<file path="config.mk">
export PLATFORM = sky130hd
export DESIGN_NAME = windowed_exponential_average_unit
export DESIGN_NICKNAME = d
export VERILOG_FILES = /design/src/rtl/wea_pkg.sv /design/src/rtl/windowed_exponential_average_unit.sv
export VERILOG_INCLUDE_DIRS = /design/src /design/src/rtl
export SDC_FILE = /design/constraint.sdc
export NUM_CORES = 2
export LEC_CHECK = 0
export BUFFER_PORTS_ARGS = -buffer_cell sky130_fd_sc_hd__buf_2
export CORE_ASPECT_RATIO = 1.75
export CORE_MARGIN = 2
export CORE_UTILIZATION = 55
export CTS_CLUSTER_SIZE = 24
export DETAILED_ROUTE_END_ITERATION = 7
export GPL_ROUTABILITY_DRIVEN = 0
export PLACE_DENSITY = 0.74
export SYNTH_ARGS = -nofsm -noshare
export SYNTH_HDL_FRONTEND = slang
export SYNTH_SLANG_ARGS = --single-unit
</file>
<file path="constraint.sdc">
create_clock -name clk -period 8.15 [get_ports clk]
set_input_delay 0.815 -clock clk [delete_from_list [all_inputs] [get_ports clk]]
set_output_delay 0.815 -clock clk [all_outputs]
set_load 0.03 [all_outputs]
</file>
<file path="src/rtl/assert_macros.svh">
// ----------------------------------------------------------------------------
// Assertion macros
// Concurrent assertion wrappers shared by the RTL; define ASSERT_OFF to drop
// every check.
// ----------------------------------------------------------------------------
`ifndef ASSERT_MACROS_SVH
`define ASSERT_MACROS_SVH

`ifndef ASSERT_OFF

// expr holds at every clock edge out of reset
`define ASSERT_ALWAYS(label, clk, rst, expr) \
  label: assert property (@(posedge clk) disable iff (rst) (expr)) \
    else $error("assertion failed: invariant violated");

// cons holds in the same cycle as ante
`define ASSERT_IMPLY(label, clk, rst, ante, cons) \
  label: assert property (@(posedge clk) disable iff (rst) (ante) |-> (cons)) \
    else $error("assertion failed: implication violated");

// cons holds in the cycle after ante
`define ASSERT_NEXT(label, clk, rst, ante, cons) \
  label: assert property (@(posedge clk) disable iff (rst) (ante) |=> (cons)) \
    else $error("assertion failed: next-cycle implication violated");

`else

`define ASSERT_ALWAYS(label, clk, rst, expr)
`define ASSERT_IMPLY(label, clk, rst, ante, cons)
`define ASSERT_NEXT(label, clk, rst, ante, cons)

`endif

`endif

</file>
<file path="src/rtl/wea_pkg.sv">
// ----------------------------------------------------------------------------
// Windowed exponential average package
// Widths, register indexes and reset values of the windowed average unit.
// ----------------------------------------------------------------------------
package wea_pkg;

  // sample and accumulator widths
  localparam int SAMPLE_BITS    = 16;
  localparam int SUM_BITS       = 40;
  localparam int FRAC_BITS      = 16;
  localparam int DEF_MAX_WINDOW = 64;

  // configuration register widths
  localparam int WLEN_W     = 7;
  localparam int WEIGHT_W   = 17;
  localparam int INIT_SUM_W = 38;
  localparam int CFG_IDX_W  = 3;
  localparam int CFG_DATA_W = 38;

  // register indexes
  localparam logic [CFG_IDX_W-1:0] REG_WINDOW_LENGTH    = 3'd0;
  localparam logic [CFG_IDX_W-1:0] REG_DECAY_FACTOR     = 3'd1;
  localparam logic [CFG_IDX_W-1:0] REG_OLDEST_WEIGHT    = 3'd2;
  localparam logic [CFG_IDX_W-1:0] REG_WEIGHT_SUM_RECIP = 3'd3;
  localparam logic [CFG_IDX_W-1:0] REG_PAD_VALUE        = 3'd4;
  localparam logic [CFG_IDX_W-1:0] REG_INITIAL_SUM      = 3'd5;

  // register reset values
  localparam logic [WLEN_W-1:0]            RST_WINDOW_LENGTH    = 7'd10;
  localparam logic [WEIGHT_W-1:0]          RST_DECAY_FACTOR     = 17'd65536;
  localparam logic [WEIGHT_W-1:0]          RST_OLDEST_WEIGHT    = 17'd65536;
  localparam logic [WEIGHT_W-1:0]          RST_WEIGHT_SUM_RECIP = 17'd6554;
  localparam logic signed [SAMPLE_BITS-1:0] RST_PAD_VALUE       = '0;
  localparam logic signed [INIT_SUM_W-1:0]  RST_INITIAL_SUM     = '0;

  // shared multiplier: signed chunk times zero-extended weight
  localparam int LO_W    = 24;
  localparam int MUL_A_W = LO_W + 1;
  localparam int MUL_B_W = WEIGHT_W + 1;
  localparam int MUL_P_W = MUL_A_W + MUL_B_W;

  // difference and accumulator widths
  localparam int D_W    = SUM_BITS + 1;
  localparam int ACC_W  = 60;
  localparam int SNEW_W = SUM_BITS + 6;
  localparam int Y_W    = ACC_W - 2 * FRAC_BITS;

endpackage

</file>
<file path="src/rtl/windowed_exponential_average_unit.sv">
// ----------------------------------------------------------------------------
// Windowed exponential average unit: takes one sample at a time and accepts no
// new one until its result is registered; each item makes five passes through
// the one shared 25x18 multiplier plus subtract, accumulate and saturate steps.
// Synchronous rst loads register defaults and empties the window; no clear pass.
// ----------------------------------------------------------------------------
`include "assert_macros.svh"

module windowed_exponential_average_unit
  import wea_pkg::*;
#(
  parameter int MAX_WINDOW = DEF_MAX_WINDOW
) (
  input  logic                  clk,
  input  logic                  rst,
  // input stream
  input  logic                  s_tvalid,
  output logic                  s_tready,
  input  logic [15:0]           s_tdata,   // [15:0] sample
  input  logic [0:0]            s_tuser,   // [0] restart
  // result stream
  output logic                  m_tvalid,
  input  logic                  m_tready,
  output logic [15:0]           m_tdata,   // [15:0] filtered
  // configuration write port
  input  logic                  cfg_wr_en,
  input  logic [CFG_IDX_W-1:0]  cfg_index,
  input  logic [CFG_DATA_W-1:0] cfg_wdata
);

  localparam int ADDR_W = (MAX_WINDOW > 1) ? $clog2(MAX_WINDOW) : 1;
  localparam int CNT_W  = $clog2(MAX_WINDOW + 1);
  localparam int LEN_W  = (CNT_W > WLEN_W) ? CNT_W : WLEN_W;

  localparam logic signed [ACC_W-1:0] ROUND_D = ACC_W'(1) <<< (FRAC_BITS - 1);
  localparam logic signed [ACC_W-1:0] ROUND_Y = ACC_W'(1) <<< (2 * FRAC_BITS - 1);
  localparam logic signed [SNEW_W-1:0] SUM_MAX =
    SNEW_W'((64'sd1 <<< (SUM_BITS - 1)) - 64'sd1);
  localparam logic signed [SNEW_W-1:0] SUM_MIN = -SUM_MAX - SNEW_W'(1);
  localparam logic signed [Y_W-1:0] SMP_MAX = Y_W'((2 ** (SAMPLE_BITS - 1)) - 1);
  localparam logic signed [Y_W-1:0] SMP_MIN = -SMP_MAX - Y_W'(1);

  typedef enum logic [10:0] {
    ST_IDLE = 11'b000_0000_0001,
    ST_OLD  = 11'b000_0000_0010,
    ST_DSUB = 11'b000_0000_0100,
    ST_DLO  = 11'b000_0000_1000,
    ST_DHI  = 11'b000_0001_0000,
    ST_DACC = 11'b000_0010_0000,
    ST_SNEW = 11'b000_0100_0000,
    ST_SLO  = 11'b000_1000_0000,
    ST_SHI  = 11'b001_0000_0000,
    ST_YACC = 11'b010_0000_0000,
    ST_YOUT = 11'b100_0000_0000
  } state_t;

  state_t state;

  // configuration registers
  logic [WLEN_W-1:0]             window_length;
  logic [WEIGHT_W-1:0]           decay_factor;
  logic [WEIGHT_W-1:0]           oldest_weight;
  logic [WEIGHT_W-1:0]           weight_sum_recip;
  logic signed [SAMPLE_BITS-1:0] pad_value;
  logic signed [INIT_SUM_W-1:0]  initial_sum;

  // filter state
  logic [SAMPLE_BITS-1:0]        mem [MAX_WINDOW];
  logic [ADDR_W-1:0]             wp;
  logic [CNT_W-1:0]              fill;
  logic signed [SUM_BITS-1:0]    sum;

  // per-item working registers
  logic signed [SAMPLE_BITS-1:0] x;
  logic                          use_init_q;
  logic signed [SAMPLE_BITS-1:0] rd_data;
  logic signed [D_W-1:0]         d;
  logic signed [MUL_P_W-1:0]     prod;
  logic signed [ACC_W-1:0]       acc;

  logic                          in_fire;
  logic                          restart;
  logic [LEN_W-1:0]              wl_ext;
  logic [CNT_W-1:0]              n_eff;
  logic [CNT_W:0]                rd_sum;
  logic [ADDR_W-1:0]             rd_addr;
  logic [ADDR_W-1:0]             wp_next;
  logic                          use_init;
  logic signed [SAMPLE_BITS-1:0] old_val;
  logic signed [MUL_A_W-1:0]     mul_a;
  logic signed [MUL_B_W-1:0]     mul_b;
  logic signed [MUL_P_W-1:0]     mul_p;
  logic signed [SNEW_W-1:0]      snew_sum;
  logic signed [SUM_BITS-1:0]    snew_sat;
  logic signed [Y_W-1:0]         y_full;
  logic [SAMPLE_BITS-1:0]        y_sat;

  assign s_tready = (state == ST_IDLE);
  assign in_fire  = s_tvalid && s_tready;
  assign restart  = s_tuser[0];

  // effective window length, clamped to 1..MAX_WINDOW
  assign wl_ext = LEN_W'(window_length);
  always_comb begin
    if (wl_ext == '0) begin
      n_eff = CNT_W'(1);
    end else if (wl_ext > LEN_W'(MAX_WINDOW)) begin
      n_eff = CNT_W'(MAX_WINDOW);
    end else begin
      n_eff = wl_ext[CNT_W-1:0];
    end
  end

  // slot of the sample leaving the window, and pointer advance
  assign rd_sum  = (CNT_W+1)'(wp) + (CNT_W+1)'(MAX_WINDOW) - (CNT_W+1)'(n_eff);
  assign rd_addr = (rd_sum >= (CNT_W+1)'(MAX_WINDOW)) ?
                   ADDR_W'(rd_sum - (CNT_W+1)'(MAX_WINDOW)) : ADDR_W'(rd_sum);
  assign wp_next = (wp == ADDR_W'(MAX_WINDOW - 1)) ? '0 : wp + 1'b1;

  // unfilled slots stand for pad_value
  assign use_init = restart || (fill < n_eff);
  assign old_val  = use_init_q ? pad_value : rd_data;

  // delay line: raw sample written, leaving sample read (old data on a collision)
  always_ff @(posedge clk) begin
    if (in_fire) begin
      mem[wp] <= s_tdata[SAMPLE_BITS-1:0];
      rd_data <= $signed(mem[rd_addr]);
    end
  end

  // shared multiplier operand select
  always_comb begin
    mul_a = '0;
    mul_b = MUL_B_W'(decay_factor);
    case (state)
      ST_OLD: begin
        mul_a = MUL_A_W'(old_val);
        mul_b = MUL_B_W'(oldest_weight);
      end
      ST_DLO: begin
        mul_a = $signed(MUL_A_W'(d[LO_W-1:0]));
      end
      ST_DHI: begin
        mul_a = MUL_A_W'($signed(d[D_W-1:LO_W]));
      end
      ST_SLO: begin
        mul_a = $signed(MUL_A_W'(sum[LO_W-1:0]));
        mul_b = MUL_B_W'(weight_sum_recip);
      end
      ST_SHI: begin
        mul_a = MUL_A_W'($signed(sum[SUM_BITS-1:LO_W]));
        mul_b = MUL_B_W'(weight_sum_recip);
      end
      default: begin
        mul_a = '0;
      end
    endcase
  end

  assign mul_p = mul_a * mul_b;

  // product register
  always_ff @(posedge clk) begin
    prod <= mul_p;
  end

  // new running sum: rounded shift, add sample, saturate to sum width
  assign snew_sum = SNEW_W'($signed(acc[ACC_W-1:FRAC_BITS])) + (SNEW_W'(x) <<< FRAC_BITS);
  always_comb begin
    if (snew_sum > SUM_MAX) begin
      snew_sat = SUM_MAX[SUM_BITS-1:0];
    end else if (snew_sum < SUM_MIN) begin
      snew_sat = SUM_MIN[SUM_BITS-1:0];
    end else begin
      snew_sat = snew_sum[SUM_BITS-1:0];
    end
  end

  // output value: rounded shift by 32, saturate to sample width
  assign y_full = $signed(acc[ACC_W-1:2*FRAC_BITS]);
  always_comb begin
    if (y_full > SMP_MAX) begin
      y_sat = SMP_MAX[SAMPLE_BITS-1:0];
    end else if (y_full < SMP_MIN) begin
      y_sat = SMP_MIN[SAMPLE_BITS-1:0];
    end else begin
      y_sat = y_full[SAMPLE_BITS-1:0];
    end
  end

  // sequencer, configuration and filter state
  always_ff @(posedge clk) begin
    if (rst) begin
      state            <= ST_IDLE;
      m_tvalid         <= 1'b0;
      wp               <= '0;
      fill             <= '0;
      sum              <= '0;
      window_length    <= RST_WINDOW_LENGTH;
      decay_factor     <= RST_DECAY_FACTOR;
      oldest_weight    <= RST_OLDEST_WEIGHT;
      weight_sum_recip <= RST_WEIGHT_SUM_RECIP;
      pad_value        <= RST_PAD_VALUE;
      initial_sum      <= RST_INITIAL_SUM;
    end else begin
      // register writes
      if (cfg_wr_en) begin
        case (cfg_index)
          REG_WINDOW_LENGTH:    window_length    <= cfg_wdata[WLEN_W-1:0];
          REG_DECAY_FACTOR:     decay_factor     <= cfg_wdata[WEIGHT_W-1:0];
          REG_OLDEST_WEIGHT:    oldest_weight    <= cfg_wdata[WEIGHT_W-1:0];
          REG_WEIGHT_SUM_RECIP: weight_sum_recip <= cfg_wdata[WEIGHT_W-1:0];
          REG_PAD_VALUE:        pad_value        <= $signed(cfg_wdata[SAMPLE_BITS-1:0]);
          REG_INITIAL_SUM:      initial_sum      <= $signed(cfg_wdata[INIT_SUM_W-1:0]);
          default: ;
        endcase
      end

      // result request taken; the last step reloads it itself
      if (m_tvalid && m_tready && (state != ST_YOUT)) begin
        m_tvalid <= 1'b0;
      end

      case (state)
        ST_IDLE: begin
          if (in_fire) begin
            x          <= $signed(s_tdata[SAMPLE_BITS-1:0]);
            use_init_q <= use_init;
            wp         <= wp_next;
            if (restart) begin
              sum  <= SUM_BITS'(initial_sum);
              fill <= CNT_W'(1);
            end else if (fill < CNT_W'(MAX_WINDOW)) begin
              fill <= fill + 1'b1;
            end
            state <= ST_OLD;
          end
        end
        ST_OLD: begin
          state <= ST_DSUB;
        end
        ST_DSUB: begin
          d     <= D_W'(sum) - $signed(prod[D_W-1:0]);
          state <= ST_DLO;
        end
        ST_DLO: begin
          state <= ST_DHI;
        end
        ST_DHI: begin
          acc   <= ACC_W'(prod);
          state <= ST_DACC;
        end
        ST_DACC: begin
          acc   <= acc + (ACC_W'(prod) <<< LO_W) + ROUND_D;
          state <= ST_SNEW;
        end
        ST_SNEW: begin
          sum   <= snew_sat;
          state <= ST_SLO;
        end
        ST_SLO: begin
          state <= ST_SHI;
        end
        ST_SHI: begin
          acc   <= ACC_W'(prod);
          state <= ST_YACC;
        end
        ST_YACC: begin
          acc   <= acc + (ACC_W'(prod) <<< LO_W) + ROUND_Y;
          state <= ST_YOUT;
        end
        ST_YOUT: begin
          // wait for the output register to free up
          if (!m_tvalid || m_tready) begin
            m_tdata  <= y_sat;
            m_tvalid <= 1'b1;
            state    <= ST_IDLE;
          end
        end
        default: begin
          state <= ST_IDLE;
        end
      endcase
    end
  end

  // checks
  `ASSERT_NEXT(a_accept_starts_seq, clk, rst, s_tvalid && s_tready, state == ST_OLD)
  `ASSERT_IMPLY(a_result_from_last_step, clk, rst, $rose(m_tvalid), $past(state) == ST_YOUT)
  `ASSERT_ALWAYS(a_fill_in_range, clk, rst, fill <= CNT_W'(MAX_WINDOW))

endmodule
</file>
==> run_results.csv <==
group,metric,value,unit
floorplan,ios,81,
timing,setup_viol,0,
critical_path,worst_setup_path_end_kind,"register",
critical_path,crit_arrival,8.74,ns
timing,timing.fmax,124,MHz
power_and_ir_drop,sw_frac_of_total,0.241,
power_and_ir_drop,p_sw,3.69,mW
timing,period_share,0.990,
timing,hold_violations,0,
floorplan,die-width,283,µm
critical_path,r2r_slack,0.08,ns
drt,avgRoutedWirePerCell,27.6,µm
clocking,clockRootBuffer,"clkbuf_16",
clocking,clk_pin_slew,0.07,ns
cells_and_area,drive_above_1_share,0.197,
power_and_ir_drop,cellLeakagePower,32.1,nW
clocking,clk_latency,0.79,ns
drt,avgViaCountPerCell,6.25,
drt,drc,0,
clocking,htreeDepth,3,
cells_and_area,multi_input_area,33500,µm²
timing,finClkSkew,0.0602,ns
floorplan,die_area,140000,µm²
critical_path,r2r_end,"prod[41]$_DFF_P_",
floorplan,core-area,136000,µm²
cells_and_area,layout-area-overhead-vs-synth,13.3,%
power_and_ir_drop,p_clk_frac,0.383,
yosys,synth_cell_type_count,107,
timing,relSlewSlack,0.0838,
critical_path,path_depth,33,
power_and_ir_drop,power.share.combinational,0.112,
place,io_buffer_count,80,
critical_path,critical_path_buf_inv_count,7,
clocking,cts_tree,"done",
clocking,cts_buffers,120,
global_routing,grt_overflow,0,
place,dpl-instance-area,80200,µm²
yosys,syn_avg_cell_area,13.2,µm²
status,outcome,"finished clean",
place,dp_hpwl,158000,µm
yosys,synth_area_leaders,"edfxtp_1 46%, fa_1 11%, mux4_2 9.6%, dfxtp_1 5.9%, ha_1 3.7%",
drt,route.vias.total,49800,
drt,drt-pass1-iter-count,8,
yosys,synthFlopType,"edfxtp_1",
critical_path,critPathTopFamily,"adder cells",
yosys,syn_nets,6403,
yosys,synth.top_cell.area_share,0.463,
cells_and_area,final_net_count,6762,
worst_hold_path,hp-start,"cfg_wdata[26]",
clocking,cts_buffer_depth,3,
power_and_ir_drop,p_per_area,180,nW/µm²
place,pre_cts_slack,-0.468,ns
critical_path,slowest_delay,0.57,ns
drt,finalWirelength,220000,µm
timing,final.setup.worst_slack,0.0832,ns
yosys,ys_ff_latch,1379,
timing,slew_violations,0,
global_routing,grt_pass1_vias,51900,
floorplan,die_h,493,µm
yosys,async_flop_share,0,
floorplan,start_util,0.554,
timing,hold_ws,0.340,ns
global_routing,grt_max_degree,132,
cells_and_area,seq_area,39200,µm²
critical_path,worstSetupEndpoint,"prod[41]$_DFF_P_",
timing,grt_setup_unrepaired,"true",
power_and_ir_drop,p_int,11.6,mW
yosys,synth_common_cells,"1159 x edfxtp_1, 613 x nand2_1, 573 x inv_1",
yosys,yosysWarnings,0,
yosys,synth_enable_flop_cells,1159,
critical_path,ff2ff_path_depth,33,
critical_path,worstPathMaxFanout,6,
worst_hold_path,holdCritPathClass,"in2reg",
floorplan,rows,179,
global_routing,antenna_found_initial,13,
yosys,synth_area,75100,µm²
clocking,ctsHoldBuffers,0,
power_and_ir_drop,pwr-share-seq,0.506,
critical_path,crit_start,"state[3]$_SDFFE_PP0P_",
critical_path,cp.required,8.82,ns
timing,finalCriticalPeriod,8.07,ns
run,cap_viol_max_count,0,
yosys,syn_inst,5698,
power_and_ir_drop,ir_drop,0.239,mV
cells_and_area,utilization,0.627,
cells_and_area,fillers,9965,
critical_path,crit_top_cell,"fa_1",
clocking,cts_sinks,1379,
critical_path,crit_type,"reg2reg",
drt,dr.first_iter.drc_count,5000,
global_routing,grt.total_usage,0.318,
critical_path,rr_startpoint,"state[3]$_SDFFE_PP0P_",
yosys,ys_seq_area_frac,0.522,
critical_path,crit_path_start_kind,"register",
timing,tightest_slew,1.37,ns
yosys,synthMostInstantiatedCell,"edfxtp_1",
yosys,yosysTopAreaCell,"edfxtp_1",
cells_and_area,fin_area,85100,µm²
critical_path,cp_slowest_cell,"fa_1",
drt,ant_nets,0,
global_routing,grt_first_pass_wirelength,327000,µm
layout make-up:
| class | instances | share of cell area |
|---|---|---|
| Clock buffer | 149 | 0.0375 |
| Antenna cell | 7 | 0.000206 |
| Inverter | 573 | 0.0253 |
| Clock inverter | 75 | 0.00989 |
| Timing Repair Buffer | 500 | 0.0463 |
| Multi-Input combinational cell | 3483 | 0.394 |
| Sequential cell | 1379 | 0.461 |
| Tap cell | 1810 | 0.0266 |
worst min-delay path, cell delays in order:
cell and delay, ns:
buf_2 0.14, nand2_1 0.07, a21oi_1 0.05
what timing repair did:
item | 4_1_cts | 5_1_grt
cloned | 0 | 1
endpoints found under the setup margin | 12 | 15
pin swaps | 5 | 73
resized for setup | 17 | 128
buffers inserted | 1 | 34
hold endpoints to repair | 0 | 0
registers in the layout, indices dropped and copies added (netlist names), 11 cells and up:
name,cells
oldest_weight,17
initial_sum,38
decay_factor,17
sum,40
mem,1024
state,11
d,41
rd_data,16
weight_sum_recip,17
acc,45
pad_value,16
prod,43
m_tdata,16
x,16
cell usage in the layout (no fill, tap or decap), types with 82 or more instances in the layout:
master	count
mux4_2	320
clkbuf_16	121
buf_4	381
nor2_1	394
ha_1	210
xnor2_1	82
nand2_1	610
a21oi_1	266
dfxtp_1	213
o21ai_0	116
inv_1	564
edfxtp_1	1159
fa_1	413
logic make-up after synthesis:
family,Yosys count,share of synthesized area
simple gates,1452,0.0878
flops,1379,0.522
compound gates,881,0.0795
buf+inv,836,0.0428
fa+ha+maj,642,0.149
mux,377,0.104
xor+xnor,131,0.0155
worst min path at each step:
stage,endpoint,slack [ns],depth (start not counted)
2_1_floorplan,decay_factor[0]$_SDFFE_PP0P_,0.43,2
3_3_place_gp,initial_sum[28]$_SDFFE_PP0P_,0.45,2
3_5_place_dp,initial_sum[35]$_SDFFE_PP0P_,0.45,2
4_1_cts,initial_sum[26]$_SDFFE_PP0P_,0.30,3
5_1_grt,initial_sum[30]$_SDFFE_PP0P_,0.35,3
6_report,initial_sum[26]$_SDFFE_PP0P_,0.34,3
power by group through the flow:
stage          Combinational, mW  Clock [mW]  Sequential, mW
3_5_place_dp                1.66           0            7.89
4_1_cts                     1.69        5.92            7.74
2_1_floorplan               1.07           0            7.87
5_1_grt                     1.78        6.17            7.74
6_report                    1.71        5.86            7.74
3_3_place_gp                1.63           0            7.89
metrics by stage:
stage / std cells / total power, mW / setup TNS, ns
2_1_floorplan: 5698 / 8.94 / 0
3_3_place_gp: 7711 / 9.52 / -1.26
3_5_place_dp: 7711 / 9.55 / -2.61
4_1_cts: 7936 / 15.3 / -0.0105
5_1_grt: 7970 / 15.7 / -1.39
6_report: 7976 / 15.3 / 0
metal layers:
| layer | track usage | wire, µm | vias up |
|---|---|---|---|
| met4 | 0.273 | 23500 | 10 |
| met3 | 0.0580 | 15700 | 946 |
| met5 | 0 | 63 | - |
| met1 | 0.322 | 67200 | 25000 |
| li1 | - | - | 21400 |
| met2 | 0.563 | 114000 | 2498 |
Power figures use the tool's default switching activity.
